**src/sv/zab_pkg.sv**
```systemverilog
// shared field widths and payload types of the z array builder
package zab_pkg;

  localparam int SYM_W = 8;  // one byte of text
  localparam int POS_W = 6;  // result position field
  localparam int ZV_W  = 7;  // result z value field

  typedef logic [SYM_W-1:0] sym_t;
  typedef logic [POS_W-1:0] pos_t;
  typedef logic [ZV_W-1:0]  zval_t;

endpackage

```
**src/sv/zab_text_mem.sv**
```systemverilog
// text store: one write port, two registered read ports
module zab_text_mem #(
  parameter int DEPTH = 64,
  parameter int IDX_W = 6
) (
  input  logic             clk,
  input  logic             wr_en,
  input  logic [IDX_W-1:0] wr_addr,
  input  zab_pkg::sym_t    wr_data,
  input  logic             rd_en,
  input  logic [IDX_W-1:0] rd_addr_a,
  input  logic [IDX_W-1:0] rd_addr_b,
  output zab_pkg::sym_t    rd_data_a,
  output zab_pkg::sym_t    rd_data_b
);
  import zab_pkg::*;

  sym_t mem_r [DEPTH];
  sym_t rd_a_r;
  sym_t rd_b_r;

  always_ff @(posedge clk) begin
    if (wr_en) begin
      mem_r[wr_addr] <= wr_data;
    end
  end

  // both read ports share one enable, data held between reads
  always_ff @(posedge clk) begin
    if (rd_en) begin
      rd_a_r <= mem_r[rd_addr_a];
      rd_b_r <= mem_r[rd_addr_b];
    end
  end

  assign rd_data_a = rd_a_r;
  assign rd_data_b = rd_b_r;

endmodule

```
**src/sv/z_array_builder_top.sv**
```systemverilog
// z array builder top level: text loading, z sequencer and result output
//
// channel   dir  handshake             payload
// in_       in   in_valid / in_ready   in_symbol, in_last
// out_      out  out_valid / out_ready out_position, out_z_value, out_overflow, out_last_res
//
// loading accepts byte requests back to back; bytes beyond MAX_LEN are dropped
// computing: for each position from 1 to n-1 a window check, a clamp and a store,
// with a comparison step per byte pair on the dual-read text store, then a final check
// results: each is read from the z store, then held until taken
// in_ready is low from the closing byte until the final result is taken
// reset is synchronous; the stores need no clearing, only written entries are used
module z_array_builder_top #(
  parameter int MAX_LEN = 64
) (
  input  logic           clk,
  input  logic           rst_n,
  input  logic           in_valid,
  output logic           in_ready,
  input  zab_pkg::sym_t  in_symbol,
  input  logic           in_last,
  output logic           out_valid,
  input  logic           out_ready,
  output zab_pkg::pos_t  out_position,
  output zab_pkg::zval_t out_z_value,
  output logic           out_overflow,
  output logic           out_last_res
);
  import zab_pkg::*;

  localparam int IDX_W = $clog2(MAX_LEN);
  localparam int CNT_W = $clog2(MAX_LEN + 1);
  localparam int SUM_W = CNT_W + 1;

  typedef enum logic [2:0] {
    S_LOAD, S_START, S_CLAMP, S_CMP, S_WRITE, S_OREAD, S_OUT
  } state_t;

  state_t             state_r, state_nxt;
  logic [CNT_W-1:0]   cnt_r, cnt_nxt;     // stored bytes, n during compute
  logic               drop_r, drop_nxt;   // bytes dropped this string
  logic [CNT_W-1:0]   i_r, i_nxt;         // position being computed
  logic [CNT_W-1:0]   k_r, k_nxt;         // current match length
  logic [IDX_W-1:0]   l_r, l_nxt;         // window left
  logic [IDX_W-1:0]   r_r, r_nxt;         // window right
  logic               win_r, win_nxt;     // position lies inside window
  logic [IDX_W-1:0]   o_r, o_nxt;         // output position

  // z store
  logic [CNT_W-1:0]   z_mem_r [MAX_LEN];
  logic [CNT_W-1:0]   z_q_r;
  logic               z_re;
  logic [IDX_W-1:0]   z_raddr;
  logic               z_we;

  // text store ports
  logic               t_we;
  logic               t_re;
  logic [IDX_W-1:0]   t_addr_a;
  logic [IDX_W-1:0]   t_addr_b;
  sym_t               t_a;
  sym_t               t_b;

  // sequencer arithmetic
  logic               in_acc;
  logic               out_acc;
  logic               res_last;
  logic [SUM_W-1:0]   room;
  logic [SUM_W-1:0]   prior;
  logic [SUM_W-1:0]   k0;
  logic [SUM_W-1:0]   ik0;
  logic [SUM_W-1:0]   ik1;
  logic [SUM_W-1:0]   k1;
  logic [SUM_W-1:0]   reach;

  assign in_ready  = (state_r == S_LOAD);
  assign out_valid = (state_r == S_OUT);
  assign in_acc    = in_valid && in_ready;
  assign out_acc   = out_valid && out_ready;

  // clamp of the earlier value to the room left in the window
  assign room  = SUM_W'(r_r) - SUM_W'(i_r) + SUM_W'(1);
  assign prior = SUM_W'(z_q_r);
  assign k0    = win_r ? ((prior < room) ? prior : room) : '0;
  assign ik0   = SUM_W'(i_r) + k0;
  // next comparison index once the current pair matched
  assign k1    = SUM_W'(k_r) + SUM_W'(1);
  assign ik1   = SUM_W'(i_r) + k1;
  // last index covered by the match just finished
  assign reach = SUM_W'(i_r) + SUM_W'(k_r) - SUM_W'(1);

  assign res_last = (CNT_W'(o_r) + CNT_W'(1) == cnt_r);

  always_comb begin
    state_nxt = state_r;
    cnt_nxt   = cnt_r;
    drop_nxt  = drop_r;
    i_nxt     = i_r;
    k_nxt     = k_r;
    l_nxt     = l_r;
    r_nxt     = r_r;
    win_nxt   = win_r;
    o_nxt     = o_r;
    t_we      = 1'b0;
    t_re      = 1'b0;
    t_addr_a  = k_r[IDX_W-1:0];
    t_addr_b  = ik0[IDX_W-1:0];
    z_re      = 1'b0;
    z_raddr   = o_r;
    z_we      = 1'b0;
    case (state_r)
      S_LOAD: begin
        if (in_acc) begin
          if (cnt_r < CNT_W'(MAX_LEN)) begin
            t_we    = 1'b1;
            cnt_nxt = cnt_r + CNT_W'(1);
          end else begin
            drop_nxt = 1'b1;
          end
          if (in_last) begin
            i_nxt     = CNT_W'(1);
            l_nxt     = '0;
            r_nxt     = '0;
            o_nxt     = '0;
            state_nxt = S_START;
          end
        end
      end
      S_START: begin
        if (i_r >= cnt_r) begin
          state_nxt = S_OREAD;
        end else begin
          // fetch the earlier value mirrored inside the window
          win_nxt   = (i_r <= CNT_W'(r_r));
          z_re      = win_nxt;
          z_raddr   = i_r[IDX_W-1:0] - l_r;
          state_nxt = S_CLAMP;
        end
      end
      S_CLAMP: begin
        k_nxt    = k0[CNT_W-1:0];
        t_addr_a = k0[IDX_W-1:0];
        t_addr_b = ik0[IDX_W-1:0];
        if (ik0 < SUM_W'(cnt_r)) begin
          t_re      = 1'b1;
          state_nxt = S_CMP;
        end else begin
          state_nxt = S_WRITE;
        end
      end
      S_CMP: begin
        // compare the pair fetched last cycle, fetch the next pair on a match
        t_addr_a = k1[IDX_W-1:0];
        t_addr_b = ik1[IDX_W-1:0];
        if (t_a == t_b) begin
          k_nxt = k1[CNT_W-1:0];
          if (ik1 < SUM_W'(cnt_r)) begin
            t_re = 1'b1;
          end else begin
            state_nxt = S_WRITE;
          end
        end else begin
          state_nxt = S_WRITE;
        end
      end
      S_WRITE: begin
        z_we = 1'b1;
        if ((k_r != '0) && (reach > SUM_W'(r_r))) begin
          l_nxt = i_r[IDX_W-1:0];
          r_nxt = reach[IDX_W-1:0];
        end
        i_nxt     = i_r + CNT_W'(1);
        state_nxt = S_START;
      end
      S_OREAD: begin
        z_re      = 1'b1;
        z_raddr   = o_r;
        state_nxt = S_OUT;
      end
      S_OUT: begin
        if (out_acc) begin
          if (res_last) begin
            cnt_nxt   = '0;
            drop_nxt  = 1'b0;
            l_nxt     = '0;
            r_nxt     = '0;
            state_nxt = S_LOAD;
          end else begin
            o_nxt     = o_r + IDX_W'(1);
            state_nxt = S_OREAD;
          end
        end
      end
      default: begin
        state_nxt = S_LOAD;
      end
    endcase
  end

  always_ff @(posedge clk) begin
    if (!rst_n) begin
      state_r <= S_LOAD;
      cnt_r   <= '0;
      drop_r  <= 1'b0;
      i_r     <= '0;
      k_r     <= '0;
      l_r     <= '0;
      r_r     <= '0;
      win_r   <= 1'b0;
      o_r     <= '0;
    end else begin
      state_r <= state_nxt;
      cnt_r   <= cnt_nxt;
      drop_r  <= drop_nxt;
      i_r     <= i_nxt;
      k_r     <= k_nxt;
      l_r     <= l_nxt;
      r_r     <= r_nxt;
      win_r   <= win_nxt;
      o_r     <= o_nxt;
    end
  end

  // z store: written once per position from 1 on, read for the window and for output
  always_ff @(posedge clk) begin
    if (z_we) begin
      z_mem_r[i_r[IDX_W-1:0]] <= k_r;
    end
  end

  always_ff @(posedge clk) begin
    if (z_re) begin
      z_q_r <= z_mem_r[z_raddr];
    end
  end

  zab_text_mem #(
    .DEPTH (MAX_LEN),
    .IDX_W (IDX_W)
  ) u_text (
    .clk       (clk),
    .wr_en     (t_we),
    .wr_addr   (cnt_r[IDX_W-1:0]),
    .wr_data   (in_symbol),
    .rd_en     (t_re),
    .rd_addr_a (t_addr_a),
    .rd_addr_b (t_addr_b),
    .rd_data_a (t_a),
    .rd_data_b (t_b)
  );

  // position 0 is zero by definition and never stored
  assign out_position = POS_W'(o_r);
  assign out_z_value  = (o_r == '0) ? '0 : ZV_W'(z_q_r);
  assign out_overflow = drop_r;
  assign out_last_res = res_last;

  a_cnt_bound: assert property (@(posedge clk) disable iff (!rst_n)
    cnt_r <= CNT_W'(MAX_LEN))
    else $error("byte count beyond capacity");

  a_win_in_string: assert property (@(posedge clk) disable iff (!rst_n)
    (state_r != S_LOAD) |-> (CNT_W'(r_r) < cnt_r))
    else $error("match window beyond string end");

  a_cmp_in_string: assert property (@(posedge clk) disable iff (!rst_n)
    (state_r == S_CMP) |-> (SUM_W'(i_r) + SUM_W'(k_r) < SUM_W'(cnt_r)))
    else $error("comparison beyond string end");

  a_no_overlap: assert property (@(posedge clk) disable iff (!rst_n)
    out_valid |-> !in_ready)
    else $error("loading while results pending");

  a_close: assert property (@(posedge clk) disable iff (!rst_n)
    (out_acc && out_last_res) |=> (in_ready && (cnt_r == '0) && !out_overflow))
    else $error("string not cleared after final result");

endmodule

```
**config.mk**
```make
export PLATFORM = sky130hd
export DESIGN_NAME = z_array_builder_top
export DESIGN_NICKNAME = d
export VERILOG_FILES = /design/src/sv/zab_pkg.sv /design/src/sv/zab_text_mem.sv /design/src/sv/z_array_builder_top.sv
export SDC_FILE = /design/constraint.sdc
export NUM_CORES = 2
export LEC_CHECK = 0
export BUFFER_PORTS_ARGS = -buffer_cell sky130_fd_sc_hd__buf_2
export CAP_MARGIN = 20
export CORE_MARGIN = 10
export CORE_UTILIZATION = 27
export DETAILED_ROUTE_END_ITERATION = 16
export SYNTH_ARGS = -nofsm -noshare
export SYNTH_HDL_FRONTEND = slang
export SYNTH_SLANG_ARGS = --single-unit
export TNS_END_PERCENT = 30
```
**constraint.sdc**
```tcl
create_clock -name clk -period 7.6 [get_ports clk]
set_input_delay 1.52 -clock clk [delete_from_list [all_inputs] [get_ports clk]]
set_output_delay 1.52 -clock clk [all_outputs]
set_load 0.05 [all_outputs]
```
# Word-level counts from Yosys, hierarchy flattened
# Memories as Yosys holds them, arrays and structs flattened. A register that Yosys moved wholly into a read port is not among the register bits.
# Cells that the tools add are included.
# Widths: inputs -> output; s select.
dict set report word_totals {
  register_bits 44
  ramBits 960
  output_inout_bits 17
  mem_count 2
}
# memory depth word_bits rd rd_ports_with_merged_regs write_ports line
set memory_table {}
lappend memory_table {u_text.mem_r 64 8 2 2 1 zab_text_mem.sv:18} ;# sym_t mem_r [DEPTH];
lappend memory_table {z_mem_r 64 7 1 1 1 z_array_builder_top.sv:50} ;# logic [CNT_W-1:0] z_mem_r [MAX_LEN];
dict set report op_classes {
  addsub 12
  magnitude_cmp 7
  n_eq_ne 18
  mux 56
  bitwise_logic 1
  reduce_logical 18
}
# operator count
set ops {}
lappend ops {{$mux 6} 11}
lappend ops {{$mux 7} 8}
lappend ops {{$pmux 7 s2} 3}
lappend ops {{$pmux 6 s3} 2}
lappend ops {{$mux 3} 8}
lappend ops {{$pmux 6 s2} 2}
lappend ops {{$pmux 3 s7} 1}
lappend ops {{$add 7x8->8} 2}
lappend ops {{$lt 8x7->1} 2}
lappend ops {{$mux 1} 16}
lappend ops {{$mux 8} 2}
lappend ops {{$reduce_and 5->1} 3}
lappend ops {{$add 7x1->7 const B} 2}
lappend ops {{$ne 2x1->1 const B} 5}
lappend ops {{$eq 3x3->1 const B} 3}
lappend ops {{$add 7x1->8 const B} 1}
lappend ops {{$add 7x7->8} 1}
lappend ops {{$add 8x1->8 const B} 1}
lappend ops {{$eq 8x8->1} 1}
lappend ops {{$gt 8x6->1} 1}
lappend ops {{$lt 7x8->1} 1}
lappend ops {{$ne 2x2->1 const B} 4}
lappend ops {{$sub 6x7->8} 1}
lappend ops {{$sub 8x1->8 const B} 1}
lappend ops {{other kinds (22)} 30}

# Longest topological paths before layout
dict set report logic_depth {
  word_depth 9
  ltp_mapped 30
  ltp_nobuf 29
}

# Cells and area by module
# Synthesis repeated with hierarchy kept, for this count alone.
dict set report hier_totals {
  hier_cells 3191
  area_unflattened_um2 47799.6
}
# module n_inst cells_per_inst area_each_um2 seq_area_each_um2
set by_module_without_submodules {}
lappend by_module_without_submodules {zab_text_mem 1 1211 24434.7 15855.2}
lappend by_module_without_submodules {z_array_builder_top 1 1980 23364.9 14543.9}

# Least setup slack after synthesis
# No wires, ideal clock.
dict set report synth_path {
  path_kind {reg-to-reg}
  from {register i_r[2]}
  to {register u_text.rd_b_r[0] (netlist: u_text.rd_data_b[0]), read port of u_text.mem_r (data pin)}
  setup_ns 0.269
  arrival_ns 5.856
  required_ns 7.331
  path_slack_ns 1.475
  path_stages_with_launch 30
  n_path_buf 3
  cell_sequence {dfxtp_1 > clkbuf_1 > inv_1 > ha_1 > xnor2_1 > ha_1 > o21a_1 > o311ai_1 > inv_1 > ha_1 > a21o_1 > a221oi_1 > o21ai_2 > nand2_2 > mux2i_1 > nor2b_1 > fa_1 > a21oi_1 > nor2_1 > nor2_1 > xnor2_1 > mux2i_1 > clkbuf_1 > clkbuf_1 > mux2i_1 > nand2_1 > o211ai_1 > o21ai_0 > nand2_1 > o21ai_0}
}
dict set report synth_via {
  elab_chain_len 9
  word_cells_on_any_way 14
  cone_classes {add/sub (4); order compare (3); mux (7)}
}
# item line
set synth_rtl {}
lappend synth_rtl {{start, declared} z_array_builder_top.sv:42} ;# logic [CNT_W-1:0] i_r, i_nxt;
lappend synth_rtl {{start signal, assigned} z_array_builder_top.sv:215} ;# i_r <= i_nxt;
lappend synth_rtl {{$sub 6x7->8} z_array_builder_top.sv:82} ;# assign room = SUM_W'(r_r) - SUM_W'(i_r) + SUM_W'(1);
lappend synth_rtl {{$add 8x1->8} z_array_builder_top.sv:82}
lappend synth_rtl {{$lt 7x8->1} z_array_builder_top.sv:84} ;# assign k0 = win_r ? ((prior < room) ? prior : room) : '0;
lappend synth_rtl {{$mux 8 (2 in series)} z_array_builder_top.sv:84}
lappend synth_rtl {{$add 7x8->8} z_array_builder_top.sv:85} ;# assign ik0 = SUM_W'(i_r) + k0;
lappend synth_rtl {{$lt 8x7->1} z_array_builder_top.sv:144} ;# if (ik0 < SUM_W'(cnt_r)) begin
lappend synth_rtl {{$mux 1} z_array_builder_top.sv:144}
lappend synth_rtl {{$pmux 1 s2} z_array_builder_top.sv:111} ;# case (state_r)
lappend synth_rtl {{end, declared} zab_text_mem.sv:20} ;# sym_t rd_b_r;
# Several ways; a longest one is shown, not always the timed one.
# A chain may end at the register's enable or synchronous reset.

# Worst setup path in the final report
dict set report layout_path {
  from {register i_r[2]}
  to {register u_text.rd_b_r[4] (netlist: u_text.rd_data_b[4]), read port of u_text.mem_r (data pin)}
}
# Same word-level chain as after synthesis.

==> results.sh <==
export IMPL_clk_latency_ns=0.72
export IMPL_post_cts_resized=0
export IMPL_seq_area_frac_synth_pct=63.6
export IMPL_start_util_pct=27.1
export IMPL_cts_clk_slew_worst_paths_ns=0.07
export IMPL_final_nets=3459
export IMPL_clk_path_buf_depth=3
export IMPL_clock_sinks=1027
export IMPL_drt_pass1_iter_count=5
export IMPL_cts_made_buffers=102
export IMPL_relSlewSlack_pct=25.8
export IMPL_io_pins=30
export IMPL_drt_iter0_drc=4011
export IMPL_maxCapViolCount=0
export IMPL_path_class="reg2reg"
export IMPL_synth_flop_cell="edfxtp_1"
export IMPL_synth_edf_count=983
export IMPL_p_leak_nw=18.0
export IMPL_path_max_fanout=59
export IMPL_antenna_left=0
export IMPL_final_common_cell="edfxtp_1"
export IMPL_h_tree_depth=3
export IMPL_ctsHoldBuffers=0
export IMPL_layout_common_cells="983 x edfxtp_1, 395 x nand2_1, 221 x mux4_2"
export IMPL_multi_input_area_sq_um=16300
export IMPL_finalCriticalPeriod_ns=6.93
export IMPL_dp_hpwl_um=88800
export IMPL_p_per_area_nw_per_um2=270
export IMPL_placed_cell_area_sq_um=50700
export IMPL_synth_ff_latch_count=1027
export IMPL_finalSetupViolations=0
export IMPL_overflow=0
export IMPL_via_per_inst=5.24
export IMPL_syn_area_sq_um=47800
export IMPL_worst_slew_pin_slew_ns=1.11
export IMPL_cp_arrival_ns=7.39
export IMPL_routed_via_count=30300
export IMPL_synth_nets=3465
export IMPL_synthCells=3361
export IMPL_hold_viol_final=0
export IMPL_gp_congestion=0.904
export IMPL_start_kind="flip-flop"
export IMPL_rsz0062_at_grt="false"
export IMPL_antenna_found_initial=4
export IMPL_fin_crit_sh_pct=91.2
export IMPL_peakVddDrop_v=0.000233
export IMPL_status="finished clean"
export IMPL_dieWidth_um=441
export IMPL_grt_max_degree=132
export IMPL_postSynth_asyncResetShare_pct=0
export IMPL_seqCellArea_sq_um=30400
export IMPL_die_area_sq_um=194000
export IMPL_grt_pass1_vias=29300
export IMPL_route_detailed_drc=0
export IMPL_tns_ns=0
export IMPL_die_h_um=441
export IMPL_routed_wl_um=139000
export IMPL_synth_cell_type_count=79
export IMPL_routedWlPerCell_um=24.1
export IMPL_syn_avg_cell_area_sq_um=14.2
export IMPL_yosys_warnings=0
export IMPL_fin_area_sq_um=54000
export IMPL_drv_slew=0
export IMPL_hp_class="reg2reg"
export IMPL_area_delta_synth_final_pct=13.0
export IMPL_root_buffer="clkbuf_16"
export IMPL_core_area_sq_um=176000
export IMPL_num_rows=154
export IMPL_port_buffers=29
export IMPL_fin_skew_ns=0.0331
export IMPL_cp_end_kind="flip-flop"
export IMPL_required_ns=8.06
export IMPL_final_util_pct=30.7
export IMPL_fill_cells=17400
export IMPL_cts_tree="yes"
export IMPL_holdWs_ns=0.464
export IMPL_fmax_ghz=0.144
export IMPL_grt_pass1_wl_um=203000
export IMPL_total_power_mw=14.6
export IMPL_drive_above_1_share_pct=15.0
export IMPL_grt_usage_pct=13.8
export IMPL_cts_setup_buffers=0
-- area by class of cell --
cell class	count	share of cell area, %
antenna	5	0.0232
clock buffer	131	5.04
clock inverter	53	0.899
inverter	75	0.522
multi-input combinational	2053	30.2
sequential	1027	56.3
tap	2340	5.42
timing repair buffer	96	1.53
-- worst paths after layout --
check / endpoint / startpoint / cells past startpoint / slack, ns
setup / recovery: u_text.rd_data_b[4]$_DFFE_PP_ / i_r[2]$_SDFFE_PN0P_ / 24 / 0.67
hold / removal: out_overflow$_SDFFE_PN0P_ / out_overflow$_SDFFE_PN0P_ / 2 / 0.46
setup reg to reg: u_text.rd_data_b[4]$_DFFE_PP_ / i_r[2]$_SDFFE_PN0P_ / 24 / 0.67
hold reg to reg: out_overflow$_SDFFE_PN0P_ / out_overflow$_SDFFE_PN0P_ / 2 / 0.46
-- registers in the layout, indices dropped and copies added (netlist names), 3 cells and up --
| name | cells |
|---|---|
| u_text.rd_data_a | 8 |
| u_text.mem_r | 512 |
| i_r | 7 |
| k_r | 7 |
| r_r | 6 |
| state_r | 3 |
| z_mem_r | 448 |
| cnt_r | 7 |
| u_text.rd_data_b | 8 |
| l_r | 6 |
| out_position | 6 |
| z_q_r | 7 |
-- layer usage --
layer	routed length, um	GRT usage [%]
met5	0	0
met1	58200	19.0
met3	10800	2.23
met2	65100	22.0
met4	5280	5.12
-- synthesized netlist by cell type, types with 41 or more instances --
master    instances  area, sq um
dfxtp_1          44          881
o21ai_0          57          285
a211oi_1        129          968
o22ai_1          54          338
nor2_1          205          769
buf_2            68          340
a31oi_1          73          457
a22oi_1          47          353
xnor2_1          41          359
nor2b_1          41          257
inv_1            73          274
nand2_1         396         1490
nand3_1         121          606
edfxtp_1        983        29500
clkbuf_1        113          424
ha_1             87         1090
mux4_2          221         4980
and3_1          106          663
mux2i_1         101         1010
a21oi_1         147          736
-- stage by stage --
step / cells / setup WS [ns]
after global routing: 5780 / 0.297
after CTS: 5774 / 0.772
after detailed placement: 5590 / 0.811
final: 5780 / 0.672
after global placement: 5590 / 0.894
after floorplan: 3361 / 1.48
-- report_power, final --
group / internal (mW) / total, mW / switching [mW]
Sequential: 6.33 / 6.39 / 0.0661
Combinational: 1.20 / 3.18 / 1.98
Clock: 2.76 / 4.99 / 2.22
-- worst max-delay path, cell delays in order (launching register included) --
cell and delay (ns):
dfxtp_1 0.33, inv_1 0.10, ha_1 0.39, xnor2_1 0.17
ha_1 0.23, o21a_1 0.19, o311ai_1 0.45, inv_1 0.09
ha_1 0.30, a21o_1 0.16, a221oi_1 0.32, o21ai_2 0.19
nand2_2 0.16, mux2i_1 0.55, nor2b_1 0.22, fa_1 0.57
nand2_1 0.10, o21ai_4 0.34, buf_12 0.43, mux4_2 0.40
mux2_2 0.31, a21oi_1 0.31, o21ai_0 0.12, nand2_1 0.08
o21ai_0 0.09
-- cells by family after synthesis --
logic type	count (synthesis)	synth area share [%]
DFF	1027	63.6
and+or+nand+nor	959	9.14
adders and majority gates	91	2.45
muxes	335	12.8
buffers and inverters	281	2.48
AOI/OAI and AO/OA	615	8.48
xor gates and xnor gates	53	0.987
Note: power is estimated with default switching activity, not from simulation.
